`src/rtl/core/rcn_pkg.sv`:
```
// ----------------------------------------------------------------------------
// rcn_pkg: shared widths, types and helpers for chromaticity normalisation
// Widths of the division pipeline, the word passed from cell to cell and the
// pre-scaling of a channel by twice the full-scale value.
// ----------------------------------------------------------------------------
package rcn_pkg;

  localparam int CH_W   = 8;               // bits per colour channel
  localparam int NCH    = 3;               // red, green, blue
  localparam int SUM_W  = CH_W + 2;        // holds the sum of three channels
  localparam int Q2_W   = CH_W + 1;        // quotient of 2*c*M/sum, one bit per cell
  localparam int REM_W  = SUM_W + Q2_W;    // partial remainder, below twice the divisor
  localparam int LATENCY = Q2_W + 2;       // prep stage, cells, output stage

  localparam logic [CH_W-1:0] CH_MAX = {CH_W{1'b1}};

  typedef logic [REM_W-1:0] rem_t;
  typedef logic [Q2_W-1:0]  quo_t;

  typedef struct packed {
    logic                  vld;
    logic                  zero;
    logic [SUM_W-1:0]      sum;
    logic [NCH-1:0][REM_W-1:0] rem;
    logic [NCH-1:0][Q2_W-1:0]  quo;
  } cell_word_t;

  // 2 * c * (2^CH_W - 1), by shift and subtract
  function automatic rem_t scale2(input logic [CH_W-1:0] c);
    rem_t prod;
    prod = REM_W'({c, {CH_W{1'b0}}}) - REM_W'(c);
    return prod << 1;
  endfunction

endpackage

```
`src/rtl/core/rcn_cell.sv`:
```
// ----------------------------------------------------------------------------
// rcn_cell: one restoring-division step for all three channels
// Compares each partial remainder with the sum aligned to the top quotient
// bit, subtracts where it fits, shifts left and appends the quotient bit.
// ----------------------------------------------------------------------------
module rcn_cell (
  input  logic               clk,
  input  logic               rst_n,
  input  rcn_pkg::cell_word_t word_i,
  output rcn_pkg::cell_word_t word_o
);

  rcn_pkg::cell_word_t word_r;
  rcn_pkg::cell_word_t word_nxt;
  rcn_pkg::rem_t       dvs;

  always_comb begin
    rcn_pkg::rem_t diff;
    logic          ge;
    diff     = '0;
    ge       = 1'b0;
    dvs      = rcn_pkg::REM_W'(word_i.sum) << (rcn_pkg::Q2_W - 1);
    word_nxt = word_i;
    for (int l = 0; l < rcn_pkg::NCH; l++) begin
      ge   = word_i.rem[l] >= dvs;
      diff = ge ? (word_i.rem[l] - dvs) : word_i.rem[l];
      word_nxt.rem[l] = diff << 1;
      word_nxt.quo[l] = {word_i.quo[l][rcn_pkg::Q2_W-2:0], ge};
    end
  end

  always_ff @(posedge clk) begin
    if (!rst_n) begin
      word_r.vld <= 1'b0;
    end else begin
      word_r.vld <= word_nxt.vld;
    end
  end

  always_ff @(posedge clk) begin
    word_r.zero <= word_nxt.zero;
    word_r.sum  <= word_nxt.sum;
    word_r.rem  <= word_nxt.rem;
    word_r.quo  <= word_nxt.quo;
  end

  assign word_o = word_r;

  // remainder must stay below twice the aligned divisor
  a_rem_bound: assert property (@(posedge clk) disable iff (!rst_n)
    word_r.vld && !word_r.zero |->
      (word_r.rem[0] < (rcn_pkg::REM_W'(word_r.sum) << rcn_pkg::Q2_W)) &&
      (word_r.rem[1] < (rcn_pkg::REM_W'(word_r.sum) << rcn_pkg::Q2_W)) &&
      (word_r.rem[2] < (rcn_pkg::REM_W'(word_r.sum) << rcn_pkg::Q2_W)))
    else $error("rcn_cell: partial remainder out of range");

endmodule

```
`src/rtl/core/rcn_round.sv`:
```
// ----------------------------------------------------------------------------
// rcn_round: round-to-nearest-even and output register
// Takes the doubled quotient and final remainder, rounds, forces zeros for a
// zero channel sum and registers the result word with its strobe.
// ----------------------------------------------------------------------------
module rcn_round (
  input  logic                     clk,
  input  logic                     rst_n,
  input  rcn_pkg::cell_word_t      word_i,
  output logic                     valid_o,
  output logic [rcn_pkg::CH_W-1:0] red_o,
  output logic [rcn_pkg::CH_W-1:0] green_o,
  output logic [rcn_pkg::CH_W-1:0] blue_o,
  output logic                     zero_o
);

  logic                                  valid_r;
  logic                                  zero_r;
  logic [rcn_pkg::NCH-1:0][rcn_pkg::CH_W-1:0] norm_r;
  logic [rcn_pkg::NCH-1:0][rcn_pkg::CH_W-1:0] norm_nxt;

  always_comb begin
    logic [rcn_pkg::CH_W-1:0] q;
    logic                     up;
    logic [rcn_pkg::CH_W:0]   qr;
    q  = '0;
    up = 1'b0;
    qr = '0;
    for (int l = 0; l < rcn_pkg::NCH; l++) begin
      q  = word_i.quo[l][rcn_pkg::Q2_W-1:1];
      // half bit set: round up unless an exact tie lands on an even value
      up = word_i.quo[l][0] && ((word_i.rem[l] != '0) || q[0]);
      qr = {1'b0, q} + (rcn_pkg::CH_W+1)'(up);
      if (word_i.zero) begin
        norm_nxt[l] = '0;
      end else if (qr[rcn_pkg::CH_W]) begin
        norm_nxt[l] = rcn_pkg::CH_MAX;
      end else begin
        norm_nxt[l] = qr[rcn_pkg::CH_W-1:0];
      end
    end
  end

  always_ff @(posedge clk) begin
    if (!rst_n) begin
      valid_r <= 1'b0;
    end else begin
      valid_r <= word_i.vld;
    end
  end

  always_ff @(posedge clk) begin
    zero_r <= word_i.zero;
    norm_r <= norm_nxt;
  end

  assign valid_o = valid_r;
  assign zero_o  = valid_r & zero_r;
  assign red_o   = norm_r[0];
  assign green_o = norm_r[1];
  assign blue_o  = norm_r[2];

  a_zero_strobed: assert property (@(posedge clk) disable iff (!rst_n)
    zero_o |-> valid_o)
    else $error("rcn_round: zero flag without strobe");

endmodule

```
`src/rtl/core/rgb_chromaticity_normalize.sv`:
```
// ----------------------------------------------------------------------------
// rgb_chromaticity_normalize: per-pixel chromaticity normalisation
// Each channel is scaled to round(c * 255 / (r + g + b)), ties to even, by a
// row of restoring-division cells; an all-zero pixel gives zeros and a flag.
// ----------------------------------------------------------------------------
// One pixel is taken on every clock in which start is high; busy is low at
// all times except during reset. Each pixel's word appears on the out_ ports
// for one cycle, marked by out_valid: the taking edge loads the channel sum
// and scaled numerators into the prep register, nine division cells follow
// (one quotient bit each, the last being the rounding bit), then the
// rounding/output register. Throughput is one pixel per clock. The result
// cannot be held off, so it must be captured in its strobe cycle.
module rgb_chromaticity_normalize (
  input  logic                     clk,
  input  logic                     rst_n,
  input  logic                     start,
  output logic                     busy,
  input  logic [rcn_pkg::CH_W-1:0] in_red_in,
  input  logic [rcn_pkg::CH_W-1:0] in_green_in,
  input  logic [rcn_pkg::CH_W-1:0] in_blue_in,
  output logic                     out_valid,
  output logic [rcn_pkg::CH_W-1:0] out_red_norm,
  output logic [rcn_pkg::CH_W-1:0] out_green_norm,
  output logic [rcn_pkg::CH_W-1:0] out_blue_norm,
  output logic                     out_zero_sum
);

  rcn_pkg::cell_word_t prep_r;
  rcn_pkg::cell_word_t prep_nxt;
  rcn_pkg::cell_word_t chain [0:rcn_pkg::Q2_W];
  logic                accept;

  assign busy   = ~rst_n;
  assign accept = start & ~busy;

  always_comb begin
    prep_nxt.vld  = accept;
    prep_nxt.sum  = rcn_pkg::SUM_W'(in_red_in) + rcn_pkg::SUM_W'(in_green_in)
                  + rcn_pkg::SUM_W'(in_blue_in);
    prep_nxt.zero = (prep_nxt.sum == '0);
    prep_nxt.rem[0] = rcn_pkg::scale2(in_red_in);
    prep_nxt.rem[1] = rcn_pkg::scale2(in_green_in);
    prep_nxt.rem[2] = rcn_pkg::scale2(in_blue_in);
    prep_nxt.quo  = '0;
  end

  always_ff @(posedge clk) begin
    if (!rst_n) begin
      prep_r.vld <= 1'b0;
    end else begin
      prep_r.vld <= prep_nxt.vld;
    end
  end

  // hold the payload while no word is taken
  always_ff @(posedge clk) begin
    if (accept) begin
      prep_r.zero <= prep_nxt.zero;
      prep_r.sum  <= prep_nxt.sum;
      prep_r.rem  <= prep_nxt.rem;
      prep_r.quo  <= prep_nxt.quo;
    end
  end

  assign chain[0] = prep_r;

  for (genvar k = 0; k < rcn_pkg::Q2_W; k++) begin : g_cell
    rcn_cell u_cell (
      .clk    (clk),
      .rst_n  (rst_n),
      .word_i (chain[k]),
      .word_o (chain[k+1])
    );
  end

  rcn_round u_round (
    .clk     (clk),
    .rst_n   (rst_n),
    .word_i  (chain[rcn_pkg::Q2_W]),
    .valid_o (out_valid),
    .red_o   (out_red_norm),
    .green_o (out_green_norm),
    .blue_o  (out_blue_norm),
    .zero_o  (out_zero_sum)
  );

  a_latency: assert property (@(posedge clk) disable iff (!rst_n)
    $past(accept, rcn_pkg::LATENCY) == out_valid)
    else $error("rgb_chromaticity_normalize: strobe not at fixed latency");

  a_zero_outputs: assert property (@(posedge clk) disable iff (!rst_n)
    out_zero_sum |->
      (out_red_norm == '0) && (out_green_norm == '0) && (out_blue_norm == '0))
    else $error("rgb_chromaticity_normalize: zero sum with non-zero outputs");

  a_zero_follows_input: assert property (@(posedge clk) disable iff (!rst_n)
    accept && (in_red_in == '0) && (in_green_in == '0) && (in_blue_in == '0)
      |-> ##(rcn_pkg::LATENCY) out_zero_sum)
    else $error("rgb_chromaticity_normalize: zero pixel not flagged");

endmodule
```
`config.mk`:
```
export PLATFORM = sky130hd
export DESIGN_NAME = rgb_chromaticity_normalize
export DESIGN_NICKNAME = d
export VERILOG_FILES = /design/src/rtl/core/rcn_pkg.sv /design/src/rtl/core/rcn_cell.sv /design/src/rtl/core/rcn_round.sv /design/src/rtl/core/rgb_chromaticity_normalize.sv
export SDC_FILE = /design/constraint.sdc
export NUM_CORES = 1
export LEC_CHECK = 0
export ABC_CLOCK_PERIOD_IN_PS = 6520
export BUFFER_PORTS_ARGS = -buffer_cell sky130_fd_sc_hd__buf_2
export CELL_PAD_IN_SITES_DETAIL_PLACEMENT = 1
export CELL_PAD_IN_SITES_GLOBAL_PLACEMENT = 1
export CORE_AREA = 5 5 219 328
export CTS_CLUSTER_DIAMETER = 80
export DETAILED_ROUTE_END_ITERATION = 8
export DIE_AREA = 0 0 224 333
export HOLD_SLACK_MARGIN = 0.06
export PLACE_DENSITY_LB_ADDON = 0.12
export SETUP_SLACK_MARGIN = 0.5
export SLEW_MARGIN = 40
export SYNTH_ARGS = -nofsm -noshare
export SYNTH_HDL_FRONTEND = slang
export SYNTH_SLANG_ARGS = --single-unit
```
`constraint.sdc`:
```
create_clock -name clk -period 6.52 [get_ports clk]
set_clock_uncertainty 0.2 [all_clocks]
set_input_delay 0.326 -clock clk [delete_from_list [all_inputs] [get_ports clk]]
set_output_delay 0.326 -clock clk [all_outputs]
set_load 0.02 [all_outputs]
```
======== Word-level counts from Yosys, hierarchy flattened ========
Cells that the tools add are included.
storage, ports and cells
  input port bits ......................... 27
  word-level logic and storage cells ...... 223
  flip-flop bits (word level) ............. 808
cells by class
  reductions and logical operators ........ 10
  magnitude comparators ................... 27
  add/subtract/negate cells ............... 35
  muxes and demuxes ....................... 30
  bitwise logic cells ..................... 3
operator list
  cell                            count
  >= comparator 19 x 18 -> 1 bit  27
  two-way mux 18 bit              27
  subtractor 18 bit               27
  nonzero test 19 bit             3
  subtractor 16 x 8 -> 17 bit     3
  adder 8 x 1 -> 9 bit            3
  two-way mux 8 bit               3
  adder 9 x 8 -> 10 bit           1
  logical NOT 10 bit              1
  adder 8 x 8 -> 9 bit            1
  logical AND 1 bit               3
  logical OR 1 bit                3
  AND 1 bit                       2
  NOT 1 bit                       1

======== Longest topological paths before layout ========
  word-level depth ........................ 5
  gate-level depth with buffers ........... 10
  gate-level depth less buffers ........... 10

======== Cells and area by module ========
From an unflattened synthesis, not the netlist that was laid out.
unflattened totals
  cell total of the unflattened synthesis .. 3,512
  area total of the unflattened synthesis .. 38,446.9 µm²
by module, submodules not included
  module                            times used  area an instance (µm²)  sequential area each (µm²)  cells an instance
  rcn_cell at g_cell[2].u_cell ...  5           3,723.6                 1,861.8                     343
  rcn_cell at g_cell[0].u_cell ...  2           3,936.3                 1,861.8                     368
  rcn_cell at g_cell[8].u_cell      1           3,978.8                 1,861.8                     367
  rcn_cell at g_cell[1].u_cell      1           3,743.6                 1,861.8                     344
  rgb_chromaticity_normalize        1           2,955.3                 1,881.8                     209
  rcn_round                         1           1,278.7                 520.5                       141

======== Least setup slack after synthesis ========
Ideal clock, no wire load.
  path kind ............................... reg2reg
  from .................................... register g_cell[6].u_cell.word_r, in the netlist g_cell[6].u_cell.word_o[85]
  to ...................................... register g_cell[7].u_cell.word_r, in the netlist g_cell[7].u_cell.word_o[38]
  required time ........................... 6,199 ps
  stages on the path, launching flop included .. 11
  library setup time ...................... 121 ps
  period minus slack after synthesis ...... 2,942 ps
  slack ................................... 3,578 ps
  arrival ................................. 2,622 ps
  path through ............................ dfxtp_1 -> inv_1 -> ha_1 -> nor2b_1 -> o31a_1 -> o21a_1 -> o21ai_1 -> a311oi_1 -> a2111oi_2 -> buf_2 -> mux2_2
RTL lines
  element          RTL line        source
  start, declared  rcn_cell.sv:13  rcn_pkg::cell_word_t word_r;
  end, declared    rcn_cell.sv:13

==> results.py <==
metrics = {
    "run_status": {
        "outcome": "completed",
    },
    "placed_design": {
        "io_buffers": 53,
        "post-dp-hpwl_um": 70000,
        "dp_cells": 3793,
        "globalplace.congestion": 0.915,
        "place_area_sq_mm": 0.0320,
        "dp_slack_ns": 2.94,
    },
    "timing": {
        "setup_viol": 0,
        "hold_viol": 0,
        "fin_setup_tns_ns": 0,
        "rsz0062_at_grt": "false",
        "slew_headroom_pct": 48.8,
        "tightest_slew_ns": 0.768,
        "setup_slack_ns": 2.98,
        "post-route-min-period_ns": 3.54,
        "fin_hold_ws_ns": 0.124,
        "post-route-period-util_pct": 54.3,
        "slew_viol_final": 0,
        "max_freq_ghz": 0.283,
    },
    "min_path": {
        "worst_hold_path_type": "flip-flop to flip-flop",
    },
    "worst_setup_path": {
        "crit_chain": "inv_1 -> ha_1 -> nor2b_1 -> o21ai_0 -> nand2b_1 -> a311o_1 -> a21o_1 -> a221oi_4 -> mux2_2",
        "worstPathArrival_ns": 3.83,
        "cp_slowest_cell": "a221oi_4",
        "crit_type": "flip-flop to flip-flop",
        "max_stage_delay_ns": 0.58,
        "end_kind": "flip-flop",
        "cp-start-kind": "flip-flop",
        "crit_required_ns": 6.81,
        "cp_max_fo": 10,
    },
    "clocking": {
        "numCtsBuffers": 69,
        "cts.sinks": 676,
        "clk_pin_slew_worst_paths_ns": 0.07,
        "cts_root_buf": "clkbuf_16",
        "h-tree-depth": 3,
        "cts_tree": "built",
        "clock_latency_ns": 0.63,
        "clk_path_buf_depth": 3,
    },
    "detailed_routing": {
        "wirelength_um": 84700,
        "post_drt_wl_per_cell_um": 21.5,
        "first_iter_violations": 472,
        "vias": 21000,
        "drc": 0,
        "drt-vias-per-instance": 5.32,
        "ant_nets": 0,
        "dr.pass1.iters": 4,
    },
    "grt": {
        "grt_pass1_vias": 23700,
        "gr-usage-all-layers_pct": 22.4,
        "grt_max_degree": 63,
        "grt_pass1_wl_um": 129000,
        "grt.overflow.total": 0,
        "antenna_found_initial": 2,
    },
    "yosys": {
        "yosysWarnings": 0,
        "netlist_instances": 2853,
        "synth_top_cell_by_area": "dfxtp_1",
        "synthTopCellsByArea": "dfxtp_1 (40%), ha_1 (12%), mux2_2 (6.7%)",
        "yosysUniqueCellTypes": 68,
        "synth_edf_count": 62,
        "yosysSeqAreaShare_pct": 46.4,
        "yosys.cell_count.top_type": "dfxtp_1",
        "ys.flop_type": "dfxtp_1",
        "synth_top_area_share_pct": 40.3,
        "synth_common_cells": "dfxtp_1 (614), ha_1 (286), nor2_1 (203)",
        "syn-cell-area_sq_mm": 0.0305,
        "async_flop_share_pct": 0,
        "avgSynthCellArea_sq_um": 10.7,
        "ys_seq_elements": 676,
    },
    "floorplanning": {
        "die_y_um": 333,
        "io_pins": 54,
        "coreArea_sq_mm": 0.0687,
        "start_util_pct": 44.5,
        "dieArea_sq_mm": 0.0746,
        "std_cell_rows": 118,
        "die_w_um": 224,
    },
    "layout": {
        "area_growth_pct": 13.7,
        "layout.nets": 3345,
        "final_util_pct": 50.5,
        "seqCellArea_sq_mm": 0.0142,
        "fin_cells": 3950,
        "multi_input_area_sq_mm": 0.0156,
        "drive_above_1_share_pct": 13.3,
        "fin_area_sq_mm": 0.0347,
        "fill_cells": 7409,
    },
    "job": {
        "cap_violations": 0,
    },
    "power": {
        "peakVddDrop_mv": 0.315,
        "power_density_mw_per_mm2": 584,
        "total_power_mw": 20.3,
        "power_leakage_nw": 15.1,
    },
}
layout by cell type (no fill, tap or decap), types with 15 or more instances in the layout:
cell,Yosys,layout
a21o_1,72,72
a21oi_1,168,168
a31oi_1,30,30
and2_1,27,26
buf_2,10,53
clkbuf_16,0,71
dfxtp_1,614,613
dlygate4sd3_1,0,32
edfxtp_1,62,62
fa_1,36,36
ha_1,286,286
inv_1,187,188
mux2_2,183,183
mux2i_1,49,49
nand2_1,75,75
nand2b_1,30,30
nand3_1,20,20
nand4_1,35,35
nor2_1,203,203
nor2b_1,74,74
nor3_1,61,61
o211ai_1,15,15
o21a_1,40,40
o21ai_0,134,132
o21bai_1,18,18
or3_1,20,20
xnor2_1,155,155
xor2_1,55,55
per-layer routing:
layer	wire length, um	global-route usage [%]	vias up
met5	0	0	-
met4	8650	19.3	0
met3	1740	2.32	234
met2	49400	47.1	329
met1	24900	16.9	10100
li1	-	-	10400
final timing paths:
| kind | startpoint | to | slack (ns) | cells after the start |
|---|---|---|---|---|
| max | g_cell[0].u_cell.word_o[85]$_DFF_P_ | g_cell[1].u_cell.word_o[78]$_DFF_P_ | 2.98 | 9 |
| min | g_cell[7].u_cell.word_o[22]$_DFF_P_ | g_cell[8].u_cell.word_o[23]$_DFF_P_ | 0.12 | 0 |
| max reg2reg | g_cell[0].u_cell.word_o[85]$_DFF_P_ | g_cell[1].u_cell.word_o[78]$_DFF_P_ | 2.98 | 9 |
| min reg2reg | g_cell[7].u_cell.word_o[22]$_DFF_P_ | g_cell[8].u_cell.word_o[23]$_DFF_P_ | 0.12 | 0 |
report_power, final:
group	total (mW)	switching [mW]	leakage, nW	internal [mW]
Clock	4.14	1.65	1.19	2.49
Combinational	9.58	4.95	8.14	4.63
Sequential	6.56	0.823	5.75	5.74
sequential cells by signal, summed over array words and instances, names as in the netlist:
register and flops:
chain 63, g_cell.u_cell.word_o 587, u_round.blue_o 8, u_round.green_o 8, u_round.red_o 8, u_round.valid_o 1, u_round.zero_r 1
repair_timing:
action	4_1_cts	5_1_grt
hold buffers	32	0
hold endpoints to repair	60	0
buffers inserted	0	0
resized for setup	0	0
cell families (layout without fill, tap and decap cells):
| logic type | Yosys count | in the layout | share of synthesized area, % |
|---|---|---|---|
| multiplexers | 232 | 232 | 8.36 |
| buffers and inverters | 215 | 409 | 2.70 |
| XOR/XNOR | 210 | 210 | 6.02 |
| AO/OA/AOI/OAI | 567 | 567 | 11.8 |
| adder cells (fa/ha/maj) | 322 | 322 | 14.1 |
| flip-flops | 676 | 676 | 46.4 |
| other | 1 | 4 | 0.0123 |
| AND/OR/NAND/NOR | 630 | 630 | 10.7 |
area by class of cell:
cell class | instances | share of cell area [%]
multi-input cells | 1964 | 45.1
flip-flops and latches | 676 | 40.8
clock buffers | 92 | 5.64
well taps | 900 | 3.25
inverters | 187 | 2.02
repair buffers | 98 | 1.97
clock inverters | 32 | 1.26
diodes | 1 | 0.00721
worst max-delay path: cells and delay by family (launching register included):
family | cells | cell delay, ns
compound gates | 4 | 1.39
fa+ha+maj | 1 | 0.34
buf+inv | 1 | 0.25
flops | 1 | 0.57
mux | 1 | 0.40
simple gates | 2 | 0.27
No activity file was read; power rests on OpenSTA's default activity.
